**config.mk**
```make
export PLATFORM = sky130hd
export DESIGN_NAME = exact_color_palette_indexer_flat
export DESIGN_NICKNAME = d
export VERILOG_FILES = /design/src/ecpi_pkg.sv /design/src/ecpi_ifs.sv /design/src/ecpi_cell.sv /design/src/exact_color_palette_indexer.sv /design/src/flat_wrapper.sv
export SDC_FILE = /design/constraint.sdc
export NUM_CORES = 1
export LEC_CHECK = 0
export BUFFER_PORTS_ARGS = -buffer_cell sky130_fd_sc_hd__buf_2
export CAP_MARGIN = 20
export CORE_ASPECT_RATIO = 0.75
export CORE_MARGIN = 2
export CORE_UTILIZATION = 50
export CTS_CLUSTER_SIZE = 20
export DETAILED_ROUTE_END_ITERATION = 8
export PLACE_DENSITY = 0.75
export SLEW_MARGIN = 20
export SYNTH_ARGS = -nofsm -noshare
export SYNTH_HDL_FRONTEND = slang
export SYNTH_SLANG_ARGS = --single-unit
```
**constraint.sdc**
```tcl
create_clock -name i_clk -period 49.5 [get_ports i_clk]
set_input_delay 7.425 -clock i_clk [delete_from_list [all_inputs] [get_ports i_clk]]
set_output_delay 7.425 -clock i_clk [all_outputs]
set_load 0.02 [all_outputs]
```
**src/ecpi_pkg.sv**
```systemverilog
`timescale 1ns / 1ps
// ----------------------------------------------------------------------------
// ecpi_pkg - shared types and constants of the color palette indexer
// Field widths, register indexes, status codes and the control flags that
// travel with a probe along the cell chain.
// ----------------------------------------------------------------------------
package ecpi_pkg;

    // Field widths
    localparam int unsigned CHAN_W     = 8;
    localparam int unsigned COLOR_W    = 24;
    localparam int unsigned INDEX_W    = 4;
    localparam int unsigned STATUS_W   = 2;
    localparam int unsigned USED_W     = 5;
    localparam int unsigned LIMIT_W    = 5;
    localparam int unsigned CFG_ADDR_W = 2;
    localparam int unsigned CFG_DATA_W = 24;

    // Configuration register indexes
    localparam logic [CFG_ADDR_W-1:0] REG_COLOR_LIMIT  = 2'd0;
    localparam logic [CFG_ADDR_W-1:0] REG_TRANSP_EN    = 2'd1;
    localparam logic [CFG_ADDR_W-1:0] REG_TRANSP_COLOR = 2'd2;

    // Register reset values
    localparam logic [LIMIT_W-1:0] LIMIT_RESET = 5'd16;

    // Result status codes
    localparam logic [STATUS_W-1:0] ST_INDEXED     = 2'd0;
    localparam logic [STATUS_W-1:0] ST_TRANSPARENT = 2'd1;
    localparam logic [STATUS_W-1:0] ST_OVERFLOW    = 2'd2;

    // Control flags carried by a probe from cell to cell
    typedef struct packed {
        logic live;   // a probe occupies this stage
        logic skip;   // transparent pixel: no compare, no append
        logic room;   // palette below its limit when the item entered
        logic found;  // index settled (match or append)
        logic added;  // a new color was appended
    } t_probe_ctl;

endpackage

```
**src/ecpi_ifs.sv**
```systemverilog
`timescale 1ns / 1ps
// ----------------------------------------------------------------------------
// ecpi_ifs - handshake channels of the color palette indexer
// Pixel input channel, result output channel and configuration write channel.
// ----------------------------------------------------------------------------
interface ecpi_pix_if;
    logic                             valid;
    logic                             ready;
    logic [ecpi_pkg::CHAN_W-1:0]      pixel_red;
    logic [ecpi_pkg::CHAN_W-1:0]      pixel_green;
    logic [ecpi_pkg::CHAN_W-1:0]      pixel_blue;
    logic                             start_of_image;

    modport source (output valid, pixel_red, pixel_green, pixel_blue, start_of_image,
                    input ready);
    modport sink   (input valid, pixel_red, pixel_green, pixel_blue, start_of_image,
                    output ready);
endinterface

interface ecpi_res_if;
    logic                             valid;
    logic                             ready;
    logic [ecpi_pkg::INDEX_W-1:0]     pal_index;
    logic [ecpi_pkg::STATUS_W-1:0]    status;
    logic                             new_entry;
    logic [ecpi_pkg::USED_W-1:0]      entries_used;

    modport source (output valid, pal_index, status, new_entry, entries_used,
                    input ready);
    modport sink   (input valid, pal_index, status, new_entry, entries_used,
                    output ready);
endinterface

interface ecpi_cfg_if;
    logic                             valid;
    logic                             ready;
    logic [ecpi_pkg::CFG_ADDR_W-1:0]  index;
    logic [ecpi_pkg::CFG_DATA_W-1:0]  data;

    modport source (output valid, index, data, input ready);
    modport sink   (input valid, index, data, output ready);
endinterface

```
**src/ecpi_cell.sv**
```systemverilog
`timescale 1ns / 1ps
// ----------------------------------------------------------------------------
// ecpi_cell - one palette entry of the cell chain
// Holds one stored color. A passing probe is compared against it while the
// entry is occupied; the first free cell appends the color if there is room.
// The probe is registered and handed to the next cell.
// ----------------------------------------------------------------------------
module ecpi_cell #(
    parameter int unsigned IDX_W = 4,
    parameter int unsigned CNT_W = 5
) (
    input  logic                             i_clk,
    input  logic                             i_rst_n,
    input  logic                             i_adv,
    input  ecpi_pkg::t_probe_ctl             i_ctl,
    input  logic [ecpi_pkg::COLOR_W-1:0]     i_pixel,
    input  logic [IDX_W-1:0]                 i_pos,
    input  logic [IDX_W-1:0]                 i_idx,
    input  logic [CNT_W-1:0]                 i_left,
    output ecpi_pkg::t_probe_ctl             o_ctl,
    output logic [ecpi_pkg::COLOR_W-1:0]     o_pixel,
    output logic [IDX_W-1:0]                 o_pos,
    output logic [IDX_W-1:0]                 o_idx,
    output logic [CNT_W-1:0]                 o_left
);

    logic [ecpi_pkg::COLOR_W-1:0] r_entry;
    ecpi_pkg::t_probe_ctl         r_ctl;
    ecpi_pkg::t_probe_ctl         n_ctl;
    logic [ecpi_pkg::COLOR_W-1:0] r_pixel;
    logic [IDX_W-1:0]             r_pos;
    logic [IDX_W-1:0]             r_idx;
    logic [IDX_W-1:0]             n_idx;
    logic [CNT_W-1:0]             r_left;
    logic [CNT_W-1:0]             n_left;
    logic                         w_occupied;
    logic                         w_test;
    logic                         w_hit;
    logic                         w_append;

    // Compare or append decision for this entry
    assign w_occupied = (i_left != '0);
    assign w_test     = i_ctl.live && !i_ctl.skip && !i_ctl.found;
    assign w_hit      = w_test && w_occupied && (r_entry == i_pixel);
    assign w_append   = w_test && !w_occupied && i_ctl.room;

    // Probe update handed to the next cell
    always_comb begin
        n_ctl       = i_ctl;
        n_idx       = i_idx;
        n_ctl.added = i_ctl.added | w_append;
        if (w_hit || w_append) begin
            n_ctl.found = 1'b1;
            n_idx       = i_pos;
        end
        n_left = w_occupied ? (i_left - CNT_W'(1)) : i_left;
    end

    // Probe stage, live flag cleared by reset
    always_ff @(posedge i_clk) begin
        if (!i_rst_n) begin
            r_ctl <= '0;
        end else if (i_adv) begin
            r_ctl <= n_ctl;
        end
    end

    always_ff @(posedge i_clk) begin
        if (i_adv) begin
            r_pixel <= i_pixel;
            r_pos   <= i_pos + IDX_W'(1);
            r_idx   <= n_idx;
            r_left  <= n_left;
        end
    end

    // Stored color, written only by an append
    always_ff @(posedge i_clk) begin
        if (i_adv && w_append) begin
            r_entry <= i_pixel;
        end
    end

    assign o_ctl   = r_ctl;
    assign o_pixel = r_pixel;
    assign o_pos   = r_pos;
    assign o_idx   = r_idx;
    assign o_left  = r_left;

endmodule

```
**src/exact_color_palette_indexer.sv**
```systemverilog
`timescale 1ns / 1ps
// A pixel item's probe walks the cell chain, one entry per cycle while the chain
// is not held, and its result is loaded into the output register as it leaves.
// The next item is accepted only once the probe has left the chain.
// A result waiting at the output stalls the chain only if the probe reaches the end.
// Reset (synchronous, active low) empties the palette and restores the registers;
// no clearing pass, the block is ready as soon as reset is released.
// ----------------------------------------------------------------------------
// exact_color_palette_indexer - exact-match color palette builder
// Indexes each pixel against a palette of distinct colors built on the fly,
// with transparent-key skipping, a configurable color limit and overflow status.
// ----------------------------------------------------------------------------
module exact_color_palette_indexer #(
    parameter int unsigned MAX_ENTRIES = 16
) (
    input  logic              i_clk,
    input  logic              i_rst_n,
    ecpi_pix_if.sink          i_pix,
    ecpi_res_if.source        o_res,
    ecpi_cfg_if.sink          i_cfg
);

    localparam int unsigned IDX_W = $clog2(MAX_ENTRIES);
    localparam int unsigned CNT_W = $clog2(MAX_ENTRIES + 1);

    // Configuration registers
    logic [ecpi_pkg::LIMIT_W-1:0]  r_limit;
    logic                          r_tr_en;
    logic [ecpi_pkg::COLOR_W-1:0]  r_tr_color;

    // Control state
    logic [CNT_W-1:0]              r_count;
    logic [CNT_W-1:0]              n_count;
    logic                          r_busy;
    logic                          r_out_valid;

    // Result registers
    logic [ecpi_pkg::INDEX_W-1:0]  r_index;
    logic [ecpi_pkg::STATUS_W-1:0] r_status;
    logic                          r_new;
    logic [ecpi_pkg::USED_W-1:0]   r_used;

    // Chain wiring, stage 0 is the entry point
    ecpi_pkg::t_probe_ctl          w_ctl   [MAX_ENTRIES+1];
    logic [ecpi_pkg::COLOR_W-1:0]  w_pixel [MAX_ENTRIES+1];
    logic [IDX_W-1:0]              w_pos   [MAX_ENTRIES+1];
    logic [IDX_W-1:0]              w_idx   [MAX_ENTRIES+1];
    logic [CNT_W-1:0]              w_left  [MAX_ENTRIES+1];
    logic [MAX_ENTRIES:0]          w_live_vec;

    logic                          w_accept;
    logic                          w_adv;
    logic                          w_load;
    logic [CNT_W-1:0]              w_eff_count;
    logic [ecpi_pkg::COLOR_W-1:0]  w_key;
    logic [31:0]                   w_idx_ext;
    logic [31:0]                   w_used_ext;
    ecpi_pkg::t_probe_ctl          w_exit;

    // Handshakes
    assign i_pix.ready = !r_busy;
    assign i_cfg.ready = 1'b1;
    assign w_accept    = i_pix.valid && !r_busy;

    // Probe entry: start-of-image clears the count before the lookup
    assign w_eff_count = i_pix.start_of_image ? '0 : r_count;
    assign w_key       = {i_pix.pixel_red, i_pix.pixel_green, i_pix.pixel_blue};

    always_comb begin
        w_ctl[0].live  = w_accept;
        w_ctl[0].skip  = r_tr_en && (w_key == r_tr_color);
        w_ctl[0].room  = (32'(w_eff_count) < 32'(r_limit)) &&
                         (32'(w_eff_count) < 32'(MAX_ENTRIES));
        w_ctl[0].found = 1'b0;
        w_ctl[0].added = 1'b0;
    end

    assign w_pixel[0] = w_key;
    assign w_pos[0]   = '0;
    assign w_idx[0]   = '0;
    assign w_left[0]  = w_eff_count;

    // Cell chain, one palette entry per cell
    genvar gi;
    generate
        for (gi = 0; gi < MAX_ENTRIES; gi++) begin : g_cell
            ecpi_cell #(
                .IDX_W (IDX_W),
                .CNT_W (CNT_W)
            ) u_cell (
                .i_clk   (i_clk),
                .i_rst_n (i_rst_n),
                .i_adv   (w_adv),
                .i_ctl   (w_ctl[gi]),
                .i_pixel (w_pixel[gi]),
                .i_pos   (w_pos[gi]),
                .i_idx   (w_idx[gi]),
                .i_left  (w_left[gi]),
                .o_ctl   (w_ctl[gi+1]),
                .o_pixel (w_pixel[gi+1]),
                .o_pos   (w_pos[gi+1]),
                .o_idx   (w_idx[gi+1]),
                .o_left  (w_left[gi+1])
            );
        end
        for (gi = 0; gi <= MAX_ENTRIES; gi++) begin : g_live
            assign w_live_vec[gi] = w_ctl[gi].live;
        end
    endgenerate

    // Chain exit: hold the chain only when a finished probe meets a full output
    assign w_exit     = w_ctl[MAX_ENTRIES];
    assign w_adv      = !(w_exit.live && r_out_valid && !o_res.ready);
    assign w_load     = w_exit.live && w_adv;
    assign w_idx_ext  = 32'(w_idx[MAX_ENTRIES]);
    assign w_used_ext = 32'(r_count) + 32'(w_exit.added);

    // Entry count
    always_comb begin
        n_count = r_count;
        if (w_accept && i_pix.start_of_image) begin
            n_count = '0;
        end else if (w_load && w_exit.added) begin
            n_count = r_count + CNT_W'(1);
        end
    end

    always_ff @(posedge i_clk) begin
        if (!i_rst_n) begin
            r_count <= '0;
            r_busy  <= 1'b0;
        end else begin
            r_count <= n_count;
            if (w_accept) begin
                r_busy <= 1'b1;
            end else if (w_load) begin
                r_busy <= 1'b0;
            end
        end
    end

    // Configuration writes
    always_ff @(posedge i_clk) begin
        if (!i_rst_n) begin
            r_limit    <= ecpi_pkg::LIMIT_RESET;
            r_tr_en    <= 1'b0;
            r_tr_color <= '0;
        end else if (i_cfg.valid) begin
            case (i_cfg.index)
                ecpi_pkg::REG_COLOR_LIMIT:  r_limit    <= i_cfg.data[ecpi_pkg::LIMIT_W-1:0];
                ecpi_pkg::REG_TRANSP_EN:    r_tr_en    <= i_cfg.data[0];
                ecpi_pkg::REG_TRANSP_COLOR: r_tr_color <= i_cfg.data[ecpi_pkg::COLOR_W-1:0];
                default: ;
            endcase
        end
    end

    // Output register
    always_ff @(posedge i_clk) begin
        if (!i_rst_n) begin
            r_out_valid <= 1'b0;
        end else if (w_load) begin
            r_out_valid <= 1'b1;
        end else if (o_res.ready) begin
            r_out_valid <= 1'b0;
        end
    end

    always_ff @(posedge i_clk) begin
        if (w_load) begin
            r_index <= w_idx_ext[ecpi_pkg::INDEX_W-1:0];
            r_new   <= w_exit.added;
            r_used  <= w_used_ext[ecpi_pkg::USED_W-1:0];
            if (w_exit.skip) begin
                r_status <= ecpi_pkg::ST_TRANSPARENT;
            end else if (w_exit.found) begin
                r_status <= ecpi_pkg::ST_INDEXED;
            end else begin
                r_status <= ecpi_pkg::ST_OVERFLOW;
            end
        end
    end

    assign o_res.valid        = r_out_valid;
    assign o_res.pal_index    = r_index;
    assign o_res.status       = r_status;
    assign o_res.new_entry    = r_new;
    assign o_res.entries_used = r_used;

    // Checks
    a_one_probe: assert property (@(posedge i_clk) disable iff (!i_rst_n)
        $onehot0(w_live_vec))
        else $error("more than one probe in the cell chain");

    a_busy_tracks_chain: assert property (@(posedge i_clk) disable iff (!i_rst_n)
        r_busy == (|w_live_vec[MAX_ENTRIES:1]))
        else $error("busy flag disagrees with the probe in flight");

    a_count_bound: assert property (@(posedge i_clk) disable iff (!i_rst_n)
        32'(r_count) <= 32'(MAX_ENTRIES))
        else $error("entry count beyond palette depth");

    a_append_slot: assert property (@(posedge i_clk) disable iff (!i_rst_n)
        (w_load && w_exit.added) |-> (w_idx_ext == 32'(r_count)))
        else $error("append landed away from the first free entry");

    a_reset_out: assert property (@(posedge i_clk)
        !i_rst_n |=> !o_res.valid)
        else $error("result valid right after reset");

endmodule

```
**src/flat_wrapper.sv**
```systemverilog
// flat-port wrapper written by rule: the top's interface ports become plain ports
module exact_color_palette_indexer_flat 
#(
    parameter int unsigned MAX_ENTRIES = 16
)
  (i_clk, i_rst_n, i_pix_valid, i_pix_pixel_red, i_pix_pixel_green, i_pix_pixel_blue, i_pix_start_of_image, i_pix_ready, o_res_valid, o_res_pal_index, o_res_status, o_res_new_entry, o_res_entries_used, o_res_ready, i_cfg_valid, i_cfg_index, i_cfg_data, i_cfg_ready);
  ecpi_pix_if i_pix_i ();
  ecpi_res_if o_res_i ();
  ecpi_cfg_if i_cfg_i ();
  input  logic i_clk;
  input  logic i_rst_n;
  input wire logic [$bits(i_pix_i.valid)-1:0] i_pix_valid;
  input wire logic [$bits(i_pix_i.pixel_red)-1:0] i_pix_pixel_red;
  input wire logic [$bits(i_pix_i.pixel_green)-1:0] i_pix_pixel_green;
  input wire logic [$bits(i_pix_i.pixel_blue)-1:0] i_pix_pixel_blue;
  input wire logic [$bits(i_pix_i.start_of_image)-1:0] i_pix_start_of_image;
  output wire logic [$bits(i_pix_i.ready)-1:0] i_pix_ready;
  output wire logic [$bits(o_res_i.valid)-1:0] o_res_valid;
  output wire logic [$bits(o_res_i.pal_index)-1:0] o_res_pal_index;
  output wire logic [$bits(o_res_i.status)-1:0] o_res_status;
  output wire logic [$bits(o_res_i.new_entry)-1:0] o_res_new_entry;
  output wire logic [$bits(o_res_i.entries_used)-1:0] o_res_entries_used;
  input wire logic [$bits(o_res_i.ready)-1:0] o_res_ready;
  input wire logic [$bits(i_cfg_i.valid)-1:0] i_cfg_valid;
  input wire logic [$bits(i_cfg_i.index)-1:0] i_cfg_index;
  input wire logic [$bits(i_cfg_i.data)-1:0] i_cfg_data;
  output wire logic [$bits(i_cfg_i.ready)-1:0] i_cfg_ready;
  assign i_pix_i.valid = i_pix_valid;
  assign i_pix_i.pixel_red = i_pix_pixel_red;
  assign i_pix_i.pixel_green = i_pix_pixel_green;
  assign i_pix_i.pixel_blue = i_pix_pixel_blue;
  assign i_pix_i.start_of_image = i_pix_start_of_image;
  assign i_pix_ready = i_pix_i.ready;
  assign o_res_valid = o_res_i.valid;
  assign o_res_pal_index = o_res_i.pal_index;
  assign o_res_status = o_res_i.status;
  assign o_res_new_entry = o_res_i.new_entry;
  assign o_res_entries_used = o_res_i.entries_used;
  assign o_res_i.ready = o_res_ready;
  assign i_cfg_i.valid = i_cfg_valid;
  assign i_cfg_i.index = i_cfg_index;
  assign i_cfg_i.data = i_cfg_data;
  assign i_cfg_ready = i_cfg_i.ready;
  exact_color_palette_indexer #(.MAX_ENTRIES(MAX_ENTRIES)) u_core (.i_clk(i_clk), .i_rst_n(i_rst_n), .i_pix(i_pix_i), .o_res(o_res_i), .i_cfg(i_cfg_i));
endmodule
```
Word-level counts from Yosys, hierarchy flattened
Cells that the tools add are included.
Operators by class
  eq/ne operators: 19
  reduce and logical (&&, ||, !) cells: 208
  add/sub/neg operators: 17
  bitwise operators: 16
  multiplexer cells: 38
  order comparisons: 2
Operator list (number)
  $eq 24x24->1: 17
  $logic_and 1x1->1: 119
  $mux 5: 16
  $reduce_bool 5->1: 16
  $sub 5x1->5 const B: 15
  $logic_not 1->1: 50
  $mux 1: 21
  $logic_or 1x1->1: 16
  $or 1x1->1: 15
  $reduce_and 2->1: 3
  $add 5x1->5: 1
  $add 5x1->5 const B: 1
  $lt 5x5->1: 1
  $lt 5x5->1 const B: 1
  $reduce_bool 2->1: 2
  $eq 2x1->1 const B: 1
  $eq 2x2->1 const B: 1
  $logic_not 2->1: 1
  $mux 2: 1
  $reduce_or 2->1: 1
  $not 1->1: 1
Storage, ports and cells
  logic and storage cells: 450
  register bits after elaboration: 1007
  output and inout bits: 15
  input port bits: 56

Logic depth before layout (Yosys ltp)
  word-level depth: 8
  mapped depth: 9
  mapped depth without buffers: 8

Hierarchy
Synthesis repeated with hierarchy kept, for this count alone.
Unflattened totals
  cells, all modules: 2465
  area total of the unflattened synthesis: 42605.9 sq um
Modules (own cells, without submodules)
  ecpi_cell: area each 2518.7 sq um, sequential area each 1931.9 sq um, cells each 139, instances 16
  exact_color_palette_indexer: area each 2307.2 sq um, sequential area each 1101.1 sq um, cells each 241, instances 1

Least setup slack after synthesis
Ideal clock, no wire load.
  path kind: in2reg
  start: input port o_res_ready
  end: register u_core.g_cell[15].u_cell.r_entry[0] (netlist name) (enable)
  buffers on the path: 3
  required time: 49.117 ns
  setup time: 0.383 ns
  path slack: 26.281 ns
  arrival time: 22.836 ns
  stages: 7
  cell sequence: nor2b_4 -> and2_4 -> buf_6 -> inv_2 -> buf_6 -> clkbuf_1 -> and2_1
On the way
  cells in the longest elaborated chain, start to end: 4
RTL lines
  from (decl): RTL line flat_wrapper.sv:23  | input wire logic [$bits(o_res_i.ready)-1:0] o_res_ready;
  $logic_not 1->1: RTL line exact_color_palette_indexer.sv:113  | assign w_adv = !(w_exit.live && r_out_valid && !o_res.ready);
  $logic_and 1x1->1: RTL line exact_color_palette_indexer.sv:113
  $logic_not 1->1: RTL line exact_color_palette_indexer.sv:113
  $logic_and 1x1->1: RTL line ecpi_cell.sv:79  | if (i_adv && w_append) begin
  to (signal assigned): RTL line ecpi_cell.sv:80  | r_entry <= i_pixel;
  to (decl): RTL line ecpi_cell.sv:27  | logic [ecpi_pkg::COLOR_W-1:0] r_entry;
No other way between the ends.
A chain may end at the register's enable or synchronous reset.

Worst setup path in the final report
  start: input port o_res_ready
  end: register u_core.g_cell[8].u_cell.r_entry[22] (netlist name) (enable)
On the way
  cells in the longest elaborated chain, start to end: 4
RTL lines (RTL line)
  $logic_not 1->1: exact_color_palette_indexer.sv:113
  $logic_and 1x1->1: exact_color_palette_indexer.sv:113
  $logic_not 1->1: exact_color_palette_indexer.sv:113
  $logic_and 1x1->1: ecpi_cell.sv:79
  to (signal assigned): ecpi_cell.sv:80
  to (decl): ecpi_cell.sv:27
No other way between the ends.

==> summary.txt <==
Status = completed
Post-DP HPWL = 43,500 µm
R2R setup slack = 45.32 ns
TritonRoute pass-1 iters = 7
CTS tree = done
Least-Margin Pin Slew = 1.04 ns
Initial DRC count = 1,584
Initial antenna violation count = 1
Hold EP = u_core.o_res.pal_index[1]$_DFFE_PP_
Chip height = 242 µm
Total CTS buffers = 85
Class of the worst hold path = reg -> reg
Sink Count = 996
Number of global-route vias before repair = 18.6k
Mapped Area = 37,900 µm²
Worst rel slew slack = 0.310
Cts repair resizes = 0
Share of cells above drive strength 1 = 0.102
Core box area = 75,100 µm²
Post-synth EDFFs = 880
Clock Tree Root = clkbuf_16
Hold Buf Count CTS = 0
Final setup TNS = 0 ns
Startpoint Class = input port
Final hold vios = 0
Worst r2r dst = u_core.g_cell[8].u_cell.r_entry[22]$_DFFE_PP_
First-pass GRT wire length = 104,000 µm
GPL Wtd Cong = 0.806
Hold Crit Start = u_core.g_cell[15].u_cell.o_idx[1]$_SDFFCE_PP1N_
Syn. warnings = 0
Non-Filler Instances = 3,534
Via density = 5.30
Dpl cells = 3,374
Vias = 18.7k
Fmax = 93.5 MHz
Mean routed wirelength per cell = 18.4 µm
Cell count of the worst hold path = 0
CP endpoint kind = register
Pwr dens = 38.8 nW/µm²
Minimum clock period = 10.70 ns
DRT antenna net count = 0
Worst skew pair latency = 0.64 ns
Synth unique cells = 59
Top FF cell, synth = edfxtp_1
Antenna Diode Count = 0
GRT Util Overall = 0.167
Seq/Total Area, Yosys = 0.758
CP required = 49.75 ns
Pleak = 14.9 nW
WS Path Type = in -> reg
Num rows = 87
Final slew viol count = 0
Overflow after GRT = 0
Worst r2r src = u_core.o_res.valid$_SDFFE_PN0P_
Clock input transition at the sequential cells of the worst setup and hold paths = 0.06 ns
Crit-path max FO = 162
Port buffer count = 69
Synthesis-stage register bit count = 996
Die ar. = 78,100 µm²
Post-synth ARST share = 0
Setup bufs post-CTS = 0
RSZ-0062 raised after global routing = no
Syn Nets = 2,452
Cells after synthesis = 2,360
Arr. time, crit path = 10.95 ns
Starting density of the core = 0.505
Period utilization = 0.216
IO Pins = 71
Die Width = 322 µm
Remaining DRCs = 0
Total wire length = 64,900 µm
Clock Path Buffers = 3
R2R cell count = 6
Largest net degree at the start of global routing = 163
# H-tree levels = 3
Final setup vio count = 0
Clk_skew = 0.0199 ns
Layout net count = 2,575
Synth-to-Final Area Change = 11.4%
Number of max-cap violations = 0
Worst vdd ir = 30.1 µV
Launch point of the worst path = o_res_ready
Mapped Avg Cell Area = 16.1 µm²
## through the flow
| stage | hold slack, ns | power [mW] | area (µm²) | util | worst slack, ns |
|---|---|---|---|---|---|
| 6_report | 0.428 | 1.64 | 42200 | 0.562 | 38.80 |
| 5_1_grt | 0.442 | 1.69 | 42200 | 0.562 | 38.53 |
| 4_1_cts | 0.426 | 1.65 | 42200 | 0.561 | 38.24 |
| 3_5_place_dp | 0.411 | 1.01 | 39400 | 0.525 | 37.58 |
| 3_3_place_gp | 0.407 | 1.01 | 39400 | 0.525 | 37.79 |
| 2_1_floorplan | 0.400 | 0.989 | 37900 | - | 26.28 |
## worst max-delay path by stage
| stage | to | depth (start not counted) |
|---|---|---|
| finish | u_core.g_cell[8].u_cell.r_entry[22]$_DFFE_PP_ | 7 |
| global route | u_core.g_cell[8].u_cell.r_entry[8]$_DFFE_PP_ | 7 |
| CTS | u_core.g_cell[12].u_cell.o_ctl[0]$_SDFFE_PN0N_ | 9 |
| detailed placement | u_core.g_cell[12].u_cell.o_ctl[0]$_SDFFE_PN0N_ | 9 |
| global placement | u_core.g_cell[11].u_cell.o_ctl[0]$_SDFFE_PN0N_ | 9 |
| floorplan | u_core.g_cell[15].u_cell.r_entry[0]$_DFFE_PP_ | 7 |
## per-layer routing
layer	routed length (µm)	part of all wire	GRT usage	up-vias
li1	-	-	-	8882
met1	31000	0.48	0.252	9372
met2	30200	0.47	0.256	398
met3	2650	0.041	0.0261	81
met4	1050	0.016	0.0379	0
met5	0	0	0	-
## cell usage in the layout (no fill, tap or decap), types with 11 or more instances in the layout
| cell | synthesis | layout |
|---|---|---|
| dfxtp_1 | 116 | 116 |
| a21oi_1 | 37 | 37 |
| nor2_4 | 0 | 11 |
| o21ai_0 | 46 | 46 |
| nor4_1 | 64 | 64 |
| buf_2 | 1 | 68 |
| ha_1 | 36 | 36 |
| clkbuf_1 | 32 | 18 |
| clkinv_1 | 0 | 18 |
| or2_2 | 19 | 19 |
| inv_1 | 63 | 63 |
| xnor2_1 | 167 | 167 |
| clkbuf_16 | 0 | 89 |
| nor2_1 | 110 | 98 |
| and2_1 | 13 | 11 |
| nand2_1 | 161 | 161 |
| nand3_1 | 33 | 33 |
| a21boi_0 | 68 | 68 |
| xor2_1 | 281 | 281 |
| mux2_2 | 11 | 11 |
| clkinv_2 | 0 | 15 |
| edfxtp_1 | 880 | 880 |
| nor3_1 | 34 | 34 |
| nor4b_1 | 11 | 11 |
| nand4_1 | 46 | 46 |
| nor3b_1 | 24 | 24 |
## Yosys cell counts, types with 3 or more instances
| master | instances | share of area |
|---|---|---|
| nor2_1 | 110 | 0.011 |
| mux2_2 | 11 | 0.0033 |
| and2b_1 | 3 | 0.00059 |
| mux2i_1 | 8 | 0.0021 |
| nor4_1 | 64 | 0.011 |
| nand4_1 | 46 | 0.0076 |
| xnor2_1 | 167 | 0.039 |
| clkbuf_1 | 32 | 0.0032 |
| nand2_1 | 161 | 0.016 |
| and3_1 | 9 | 0.0015 |
| a31oi_1 | 4 | 0.00066 |
| edfxtp_1 | 880 | 0.70 |
| dfxtp_1 | 116 | 0.061 |
| inv_1 | 63 | 0.0062 |
| ha_1 | 36 | 0.012 |
| or2_2 | 19 | 0.0031 |
| a21oi_1 | 37 | 0.0049 |
| o31a_1 | 5 | 0.0012 |
| o21ai_0 | 46 | 0.0061 |
| xor2_1 | 281 | 0.065 |
| or2_1 | 5 | 0.00082 |
| nor4b_1 | 11 | 0.0025 |
| nand2b_1 | 4 | 0.00066 |
| and2_1 | 13 | 0.0021 |
| a21o_1 | 3 | 0.00059 |
| nor3b_1 | 24 | 0.0048 |
| buf_1 | 3 | 0.00030 |
| a21boi_0 | 68 | 0.013 |
| nor4b_2 | 8 | 0.0032 |
| o21ai_1 | 10 | 0.0013 |
| or4b_1 | 4 | 0.0011 |
| nor3_1 | 34 | 0.0045 |
| o21a_1 | 7 | 0.0014 |
| nand3_1 | 33 | 0.0044 |
| nor2b_1 | 7 | 0.0012 |
## layout make-up
type                            instances  area, µm²
Fill cell                            5628      32900
Clock inverter                         42        292
Multi-Input combinational cell       1260       8850
Sequential cell                       996      28700
Timing Repair Buffer                   76        435
Tap cell                              979       1220
Clock buffer                          117       2430
Inverter                               64        253
## report_power, final
part           switching (mW)  internal [mW]
registers              0.0207          0.934
logic                  0.0186         0.0176
clock network           0.285          0.361
total                   0.324           1.31
## state kept, by name, indices dropped and copies added (netlist names), 5 cells and up
| name | cells |
|---|---|
| u_core.g_cell.u_cell.o_ctl | 79 |
| u_core.g_cell.u_cell.o_left | 75 |
| u_core.r_limit | 5 |
| u_core.o_res.entries_used | 5 |
| u_core.g_cell.u_cell.o_idx | 49 |
| u_core.r_tr_color | 24 |
| u_core.r_count | 5 |
| u_core.g_cell.u_cell.o_pixel | 360 |
| u_core.g_cell.u_cell.r_entry | 384 |
## kinds of logic after synthesis
logic type      count (synthesis)  synth area share
simple gates                  567            0.0783
compound gates                189            0.0317
other cells                     1         0.0000989
buf+inv                       104            0.0109
mux                            19           0.00538
fa+ha+maj                      36            0.0119
xor+xnor                      448             0.103
flops                         996             0.758
## critical path, stage by stage
cell	delay (ns)
buf_2	0.10
nor2b_4	0.05
and2_4	0.31
clkinv_8	0.60
buf_12	0.58
buf_6	0.69
and2_1	0.93
Note: power is estimated with default switching activity, not from simulation.
